**config.mk**
```make
export PLATFORM = sky130hd
export DESIGN_NAME = alpha_over_composite
export DESIGN_NICKNAME = d
export VERILOG_FILES = /design/src/design/aoc_pkg.sv /design/src/design/alpha_over_composite.sv
export SDC_FILE = /design/constraint.sdc
export NUM_CORES = 2
export LEC_CHECK = 0
export BUFFER_PORTS_ARGS = -buffer_cell sky130_fd_sc_hd__buf_2
export CAP_MARGIN = 5
export CORE_ASPECT_RATIO = 0.5
export CORE_MARGIN = 4
export CORE_UTILIZATION = 49
export CTS_BUF_LIST = sky130_fd_sc_hd__clkbuf_16
export CTS_CLUSTER_DIAMETER = 100
export DETAILED_ROUTE_END_ITERATION = 10
export MAX_ROUTING_LAYER = met4
export PLACE_DENSITY = 0.68
export SLEW_MARGIN = 25
export SYNTH_ARGS = -nofsm -noshare
export SYNTH_HDL_FRONTEND = slang
export SYNTH_SLANG_ARGS = --single-unit
```
**constraint.sdc**
```tcl
create_clock -name clk -period 16.6 [get_ports clk]
set_clock_uncertainty 0.1 [all_clocks]
set_input_delay 4.15 -clock clk [delete_from_list [all_inputs] [get_ports clk]]
set_output_delay 4.15 -clock clk [all_outputs]
set_load 0.02 [all_outputs]
```
**src/design/aoc_pkg.sv**
```systemverilog
package aoc_pkg;

	localparam int unsigned CHAN_W    = 8;
	localparam int unsigned NUM_CHAN  = 3;
	localparam int unsigned ALPHA_MAX = 255;
	localparam int unsigned PROD_W    = 2 * CHAN_W;
	localparam int unsigned WIDE_W    = 3 * CHAN_W;
	// quotient stays below 510, so nine bits and a numerator below 2^17
	localparam int unsigned QUOT_W    = 9;
	localparam int unsigned REM_W     = PROD_W + 1;
	localparam int unsigned DIV_FIRST = 3;
	localparam int unsigned NUM_STAGES = DIV_FIRST + QUOT_W + 1;

	typedef logic [CHAN_W-1:0] chan_t;

	typedef struct packed {
		chan_t alpha;
		chan_t blue;
		chan_t green;
		chan_t red;
	} pixel_t;

	// exact floor(x / 255) while the quotient fits 16 bits: 2^8 = 1 mod 255, so the base-256 digit sum gives the remainder
	function automatic logic [PROD_W-1:0] div255(input logic [WIDE_W-1:0] x);
		logic [CHAN_W+1:0] s;
		logic [1:0]        c;
		s = {2'b00, x[23:16]} + {2'b00, x[15:8]} + {2'b00, x[7:0]};
		if (s >= 10'(3 * ALPHA_MAX)) begin
			c = 2'd3;
		end else if (s >= 10'(2 * ALPHA_MAX)) begin
			c = 2'd2;
		end else if (s >= 10'(ALPHA_MAX)) begin
			c = 2'd1;
		end else begin
			c = 2'd0;
		end
		return {x[23:16], x[23:16]} + {8'd0, x[15:8]} + {14'd0, c};
	endfunction

endpackage

```
**src/design/alpha_over_composite.sv**
```systemverilog
// an input transfer passes through stages 1 to 3, the divider stages and the output stage to reach m_tdata
// throughput: one pixel pair per cycle while the output is not stalled; the per-bit divider stages set the depth
// a stall at the output fills empty stages first, then holds s_tready low
// arst_n clears the stage valid bits only; payload registers are not reset
module alpha_over_composite (
	input  logic        clk,
	input  logic        arst_n,
	input  logic        s_tvalid,
	output logic        s_tready,
	// over_red, over_green, over_blue, over_alpha, under_red, under_green, under_blue, under_alpha
	input  logic [63:0] s_tdata,
	output logic        m_tvalid,
	input  logic        m_tready,
	// out_red, out_green, out_blue, out_alpha
	output logic [31:0] m_tdata
);

	localparam int unsigned NC = aoc_pkg::NUM_CHAN;
	localparam int unsigned NS = aoc_pkg::NUM_STAGES;
	localparam int unsigned QW = aoc_pkg::QUOT_W;
	localparam int unsigned RW = aoc_pkg::REM_W;
	localparam int unsigned DF = aoc_pkg::DIV_FIRST;
	localparam int unsigned PW = aoc_pkg::PROD_W;
	localparam int unsigned WW = aoc_pkg::WIDE_W;

	logic [NS-1:0] vld_q;
	logic [NS:0]   rdy;

	assign rdy[NS] = m_tready;
	for (genvar k = 0; k < NS; k++) begin : g_rdy
		assign rdy[k] = !vld_q[k] || rdy[k+1];
	end

	always_ff @(posedge clk or negedge arst_n) begin
		if (!arst_n) begin
			vld_q <= '0;
		end else begin
			if (rdy[0]) begin
				vld_q[0] <= s_tvalid;
			end
			for (int k = 1; k < NS; k++) begin
				if (rdy[k]) begin
					vld_q[k] <= vld_q[k-1];
				end
			end
		end
	end

	assign s_tready = rdy[0];
	assign m_tvalid = vld_q[NS-1];

	aoc_pkg::pixel_t in_over, in_under;
	assign in_over  = s_tdata[31:0];
	assign in_under = s_tdata[63:32];

	// stage 1: alpha complement and first products
	aoc_pkg::pixel_t over_s1, under_s1;
	aoc_pkg::chan_t  ia_s1;
	logic [aoc_pkg::PROD_W-1:0] pa_s1;
	logic [aoc_pkg::PROD_W-1:0] pu_s1 [NC];
	logic [aoc_pkg::PROD_W-1:0] po_s1 [NC];

	aoc_pkg::chan_t in_ia;
	aoc_pkg::chan_t in_co [NC];
	aoc_pkg::chan_t in_cu [NC];
	assign in_ia    = 8'(aoc_pkg::ALPHA_MAX) - in_over.alpha;
	assign in_co[0] = in_over.red;
	assign in_co[1] = in_over.green;
	assign in_co[2] = in_over.blue;
	assign in_cu[0] = in_under.red;
	assign in_cu[1] = in_under.green;
	assign in_cu[2] = in_under.blue;

	always_ff @(posedge clk) begin
		if (rdy[0]) begin
			over_s1  <= in_over;
			under_s1 <= in_under;
			ia_s1    <= in_ia;
			pa_s1    <= PW'(in_under.alpha) * PW'(in_ia);
			for (int c = 0; c < NC; c++) begin
				pu_s1[c] <= PW'(in_cu[c]) * PW'(in_under.alpha);
				po_s1[c] <= PW'(in_co[c]) * PW'(in_over.alpha);
			end
		end
	end

	// stage 2: combined alpha, under weight times complement, bypass choice
	aoc_pkg::chan_t  oa_s2;
	logic            byp_s2;
	aoc_pkg::pixel_t pix_s2;
	logic [aoc_pkg::WIDE_W-1:0] wu_s2 [NC];
	logic [aoc_pkg::PROD_W-1:0] po_s2 [NC];

	logic [aoc_pkg::PROD_W-1:0] pa_div;
	aoc_pkg::chan_t             oa_s1;
	logic                       opaque_s1, clear_s1;
	assign pa_div    = aoc_pkg::div255({8'd0, pa_s1});
	assign oa_s1     = over_s1.alpha + pa_div[7:0];
	assign opaque_s1 = over_s1.alpha == 8'(aoc_pkg::ALPHA_MAX);
	assign clear_s1  = over_s1.alpha == 8'd0;

	always_ff @(posedge clk) begin
		if (rdy[1]) begin
			oa_s2  <= oa_s1;
			byp_s2 <= clear_s1 || opaque_s1 || oa_s1 == 8'd0;
			pix_s2 <= opaque_s1 ? over_s1 : under_s1;
			for (int c = 0; c < NC; c++) begin
				wu_s2[c] <= WW'(pu_s1[c]) * WW'(ia_s1);
				po_s2[c] <= po_s1[c];
			end
		end
	end

	// stage 3: dividend per channel
	aoc_pkg::chan_t  oa_s3;
	logic            byp_s3;
	aoc_pkg::pixel_t pix_s3;
	logic [RW-1:0]   num_s3 [NC];

	always_ff @(posedge clk) begin
		if (rdy[2]) begin
			oa_s3  <= oa_s2;
			byp_s3 <= byp_s2;
			pix_s3 <= pix_s2;
			for (int c = 0; c < NC; c++) begin
				num_s3[c] <= {1'b0, po_s2[c]} + {1'b0, aoc_pkg::div255(wu_s2[c])};
			end
		end
	end

	// restoring divider, one quotient bit per stage, msb first
	logic [RW-1:0]   dv_rem_s [QW][NC];
	logic [QW-1:0]   dv_q_s   [QW][NC];
	aoc_pkg::chan_t  dv_oa_s  [QW];
	logic            dv_byp_s [QW];
	aoc_pkg::pixel_t dv_pix_s [QW];

	for (genvar j = 0; j < QW; j++) begin : g_div
		logic [RW-1:0]   rem_in [NC];
		logic [QW-1:0]   q_in   [NC];
		aoc_pkg::chan_t  oa_in;
		logic            byp_in;
		aoc_pkg::pixel_t pix_in;
		logic [RW-1:0]   trial;

		if (j == 0) begin : g_first
			assign oa_in  = oa_s3;
			assign byp_in = byp_s3;
			assign pix_in = pix_s3;
			always_comb begin
				for (int c = 0; c < NC; c++) begin
					rem_in[c] = num_s3[c];
					q_in[c]   = '0;
				end
			end
		end else begin : g_next
			assign oa_in  = dv_oa_s[j-1];
			assign byp_in = dv_byp_s[j-1];
			assign pix_in = dv_pix_s[j-1];
			always_comb begin
				for (int c = 0; c < NC; c++) begin
					rem_in[c] = dv_rem_s[j-1][c];
					q_in[c]   = dv_q_s[j-1][c];
				end
			end
		end

		assign trial = RW'(oa_in) << (QW - 1 - j);

		always_ff @(posedge clk) begin
			if (rdy[DF+j]) begin
				dv_oa_s[j]  <= oa_in;
				dv_byp_s[j] <= byp_in;
				dv_pix_s[j] <= pix_in;
				for (int c = 0; c < NC; c++) begin
					if (rem_in[c] >= trial) begin
						dv_rem_s[j][c] <= rem_in[c] - trial;
						dv_q_s[j][c]   <= {q_in[c][QW-2:0], 1'b1};
					end else begin
						dv_rem_s[j][c] <= rem_in[c];
						dv_q_s[j][c]   <= {q_in[c][QW-2:0], 1'b0};
					end
				end
			end
		end
	end

	// output stage: clamp and select
	aoc_pkg::chan_t  clamp [NC];
	aoc_pkg::pixel_t blend;
	aoc_pkg::pixel_t out_s13;

	always_comb begin
		for (int c = 0; c < NC; c++) begin
			clamp[c] = dv_q_s[QW-1][c][QW-1] ? 8'(aoc_pkg::ALPHA_MAX) : dv_q_s[QW-1][c][7:0];
		end
		blend.red   = clamp[0];
		blend.green = clamp[1];
		blend.blue  = clamp[2];
		blend.alpha = dv_oa_s[QW-1];
	end

	always_ff @(posedge clk) begin
		if (rdy[NS-1]) begin
			out_s13 <= dv_byp_s[QW-1] ? dv_pix_s[QW-1] : blend;
		end
	end

	assign m_tdata = out_s13;

	a_full_stall: assert property (@(posedge clk) disable iff (!arst_n)
		(vld_q == '1 && !m_tready) |-> !s_tready)
		else $error("input taken while pipeline full and output stalled");

	a_div_nonzero: assert property (@(posedge clk) disable iff (!arst_n)
		(vld_q[DF+QW-1] && !dv_byp_s[QW-1]) |-> dv_oa_s[QW-1] != 8'd0)
		else $error("blend path divided by zero alpha");

	a_rem_bound: assert property (@(posedge clk) disable iff (!arst_n)
		(vld_q[DF+QW-1] && !dv_byp_s[QW-1]) |->
		(dv_rem_s[QW-1][0] < RW'(dv_oa_s[QW-1]) && dv_rem_s[QW-1][1] < RW'(dv_oa_s[QW-1])
		&& dv_rem_s[QW-1][2] < RW'(dv_oa_s[QW-1])))
		else $error("divider remainder not below divisor");

	a_quot_bound: assert property (@(posedge clk) disable iff (!arst_n)
		(vld_q[DF+QW-1] && !dv_byp_s[QW-1]) |->
		(dv_q_s[QW-1][0] < 9'd510 && dv_q_s[QW-1][1] < 9'd510 && dv_q_s[QW-1][2] < 9'd510))
		else $error("color quotient out of expected range");

endmodule
```
==> flow_summary.toml <==
[critical_path]
cp_data_required_time_ns = 12.35
crit_path_max_incr_delay_ns = 0.62
critPathKind = "in -> out"
start_kind = "input port"
r2r_start = "wu_s2[0][65]"
critPathSlowestCell = "nor3_2"
cpMostUsedCell = "buf_2"
endpoint_kind = "output pin"
worstPathMaxFanout = 49
critPathLaunch = "m_tready"
crit_arrival_ns = 7.48
crit_chain = "buf_2 -> nand3b_4 -> nor2_8 -> inv_6 -> nor2_2 -> inv_4 -> nor3_2 -> nand4_1 -> buf_4 -> buf_2"

[logic_synthesis]
synthArstFlopShare_pct = 0.933
yosysSeqAreaShare_pct = 47.6
syn_inst = 7243
synth-compound-area-share_pct = 7.18
syn_area_mm2 = 0.0878
synth.distinct_cells = 105
ys_ff_latch = 1394
synth_top_family_by_area = "adder cells"
synth_xor_area_share_pct = 4.31
yosys.area.top_type_share_pct = 47.2
synth_edf_count = 1380
synthSimpleGateAreaFrac_pct = 11.7
ys_top_cells_by_area = "edfxtp_1 47%, fa_1 13%, ha_1 10%, inv_1 3.6%, nand2_1 3.0%"
synth_top_cell_by_area = "edfxtp_1"
synthAdderAreaFrac_pct = 23.5
synth_flop_cell = "edfxtp_1"
synth.area.mux_share_pct = 1.39
yosys_warnings = 0
syn-mean-instance-area_um2 = 12.1
synth.net_count = 8615

[finish]
final_net_count = 8748
area_growth_pct = 8.70
num-fill-cells = 14900
layout-drive-gt1-share_pct = 6.66

[global_routing]
grt_pass1_vias = 52800
grt_max_degree = 96
antenna_found_initial = 24
grt_first_pass_wirelength_mm = 292
grt_usage_pct = 20.4
gr-total-overflow = 0

[timing]
rsz0062_at_grt = "false"
clock.fmax_mhz = 85.3
relSlewSlack_pct = 34.5
tns_ns = 0
fin_crit_sh_pct = 70.6
maxSlewViolCount = 0
hold_viol_final = 0
fin_crit_ns = 11.73
worstMarginPinSlew_ns = 0.979
setup_violations = 0

[run]
max_cap_violations = 0

[cts]
cts_buffers = 141
clockBufferDepth = 4
cts.hold.buffers_added = 0
clkTransAtPathRegs_ns = 0.06
insertion_delay_ns = 0.78
clockRootBuffer = "clkbuf_16"
cts.htree.levels = 4
clkSinkCount = 1394
cts_setup_buffers = 0
cts_tree = "yes"
cts_resized = 0

[outcome]
outcome = "finished, final reports clean"

[routing]
avgRoutedWirePerCell_um = 18.4
drt-total-wl_mm = 182
antenna_left = 0
dr.pass1.iters = 5
remaining_drc_errors = 0
vias = 52100
drtIter0Drc = 3423
via_per_inst = 5.27

[placement]
dp.final_hpwl_mm = 137
portBuffers = 101
routabilityCongestion = 0.897

[min_path]
hold_path_class = "reg -> reg"
min_from = "dv_pix_s[0][11]"

[floorplan]
die-area_mm2 = 0.186
die_h_um = 307
die_w_um = 607
core_mm2 = 0.177
io_pins = 102
initial_utilization_pct = 49.5
rows = 109
## flip-flops by register name, indices dropped and copies added (netlist names), 9 cells and up
name / count
dv_rem_s: 408
dv_pix_s: 288
dv_q_s: 135
dv_oa_s: 72
wu_s2: 72
num_s3: 51
po_s1: 48
po_s2: 48
pu_s1: 48
g_div.pix_in: 32
m_tdata: 32
over_s1: 32
pix_s2: 32
under_s1: 32
pa_s1: 16
vld_q: 13
dv_byp_s: 9
## kinds of logic (layout without fill, tap and decap cells)
logic type	Yosys count	count (layout)
AND/OR/NAND/NOR	2015	2015
flip-flops	1394	1394
adder cells (fa/ha/maj)	1304	1304
buffers and inverters	1000	1231
AO/OA/AOI/OAI	989	989
XOR/XNOR	432	432
multiplexers	109	109
other	0	14
## final timing paths
path	end	slack (ns)	depth (start not counted)
max in group asynchronous	vld_q[2]	12.76	1
hold / removal	dv_pix_s[0][43]	0.25	0
hold reg to reg	dv_pix_s[0][43]	0.25	0
setup reg to reg	num_s3[0][50]	9.16	29
min in group asynchronous	vld_q[12]	3.24	1
setup / recovery	s_tready	4.87	10
## metal layers
metal	wire length (µm)	share of wire, %	track usage [%]
met1	83800	46	27.6
met2	85000	47	32.6
met3	8540	4.7	3.27
met4	4830	2.7	4.81
met5	0	0	-
## cell usage in the layout, fill, tap and decap left out, types with 33 or more instances in the layout
cell	Yosys	routed
inv_1	846	865
nor4_1	49	49
nor2_1	265	264
nand4_1	49	49
nand2_1	699	696
a21boi_0	33	33
buf_2	13	101
nand2b_1	80	80
nand3_1	80	79
ha_1	733	733
o21bai_1	46	46
o21a_1	55	55
a21oi_1	293	293
xor2_1	157	157
and2_1	387	387
xnor2_1	275	275
a21o_1	107	107
edfxtp_1	1380	1380
mux2_2	64	64
o21ai_1	50	50
nor2b_1	148	148
fa_1	571	571
buf_4	4	33
o21ai_0	194	194
clkbuf_16	0	142
nor3_1	80	80
## synthesized netlist by cell type, types with 33 or more instances
library cell / number
o21a_1: 55
edfxtp_1: 1380
o31ai_1: 33
nand4_1: 49
xor2_1: 157
nand2_1: 699
o21bai_1: 46
mux2_2: 64
nand2b_1: 80
o21ai_1: 50
xnor2_1: 275
ha_1: 733
and2_1: 387
nor3_1: 80
nor2b_1: 148
a21oi_1: 293
nand3_1: 80
nor4_1: 49
fa_1: 571
clkbuf_1: 120
a21o_1: 107
o21ai_0: 194
a21boi_0: 33
inv_1: 846
nor2_1: 265
## area by class of cell
class	instances	area, µm²	share of cell area (%)
repair buffers	137	796	0.834
well taps	2386	2990	3.13
clock inverters	99	832	0.872
flip-flops and latches	1394	41800	43.8
multi-input cells	4849	42200	44.3
inverters	853	3220	3.37
clock buffers	142	3550	3.72
diodes	14	35.0	0.0367
## critical path, delay by kind of cell
| family | cells | cell delay [ns] |
|---|---|---|
| buffers and inverters | 5 | 1.10 |
| and+or+nand+nor | 5 | 2.12 |
## metrics by stage
stage          area [µm²]  util [%]  hold WS [ns]  std cells  worst slack [ns]
6_report            95500      53.8         0.255       9874              4.87
5_1_grt             95400      53.8         0.249       9870              4.68
4_1_cts             95400      53.8         0.242       9859              4.84
3_5_place_dp        91000      51.3         0.305       9618              4.86
3_3_place_gp        91000      51.3         0.300       9618              4.96
2_1_floorplan       87800         -         0.300       7243             0.998
Power is not shown: default switching activity piles up to over one toggle a cycle in this logic, so the estimate is an artifact.
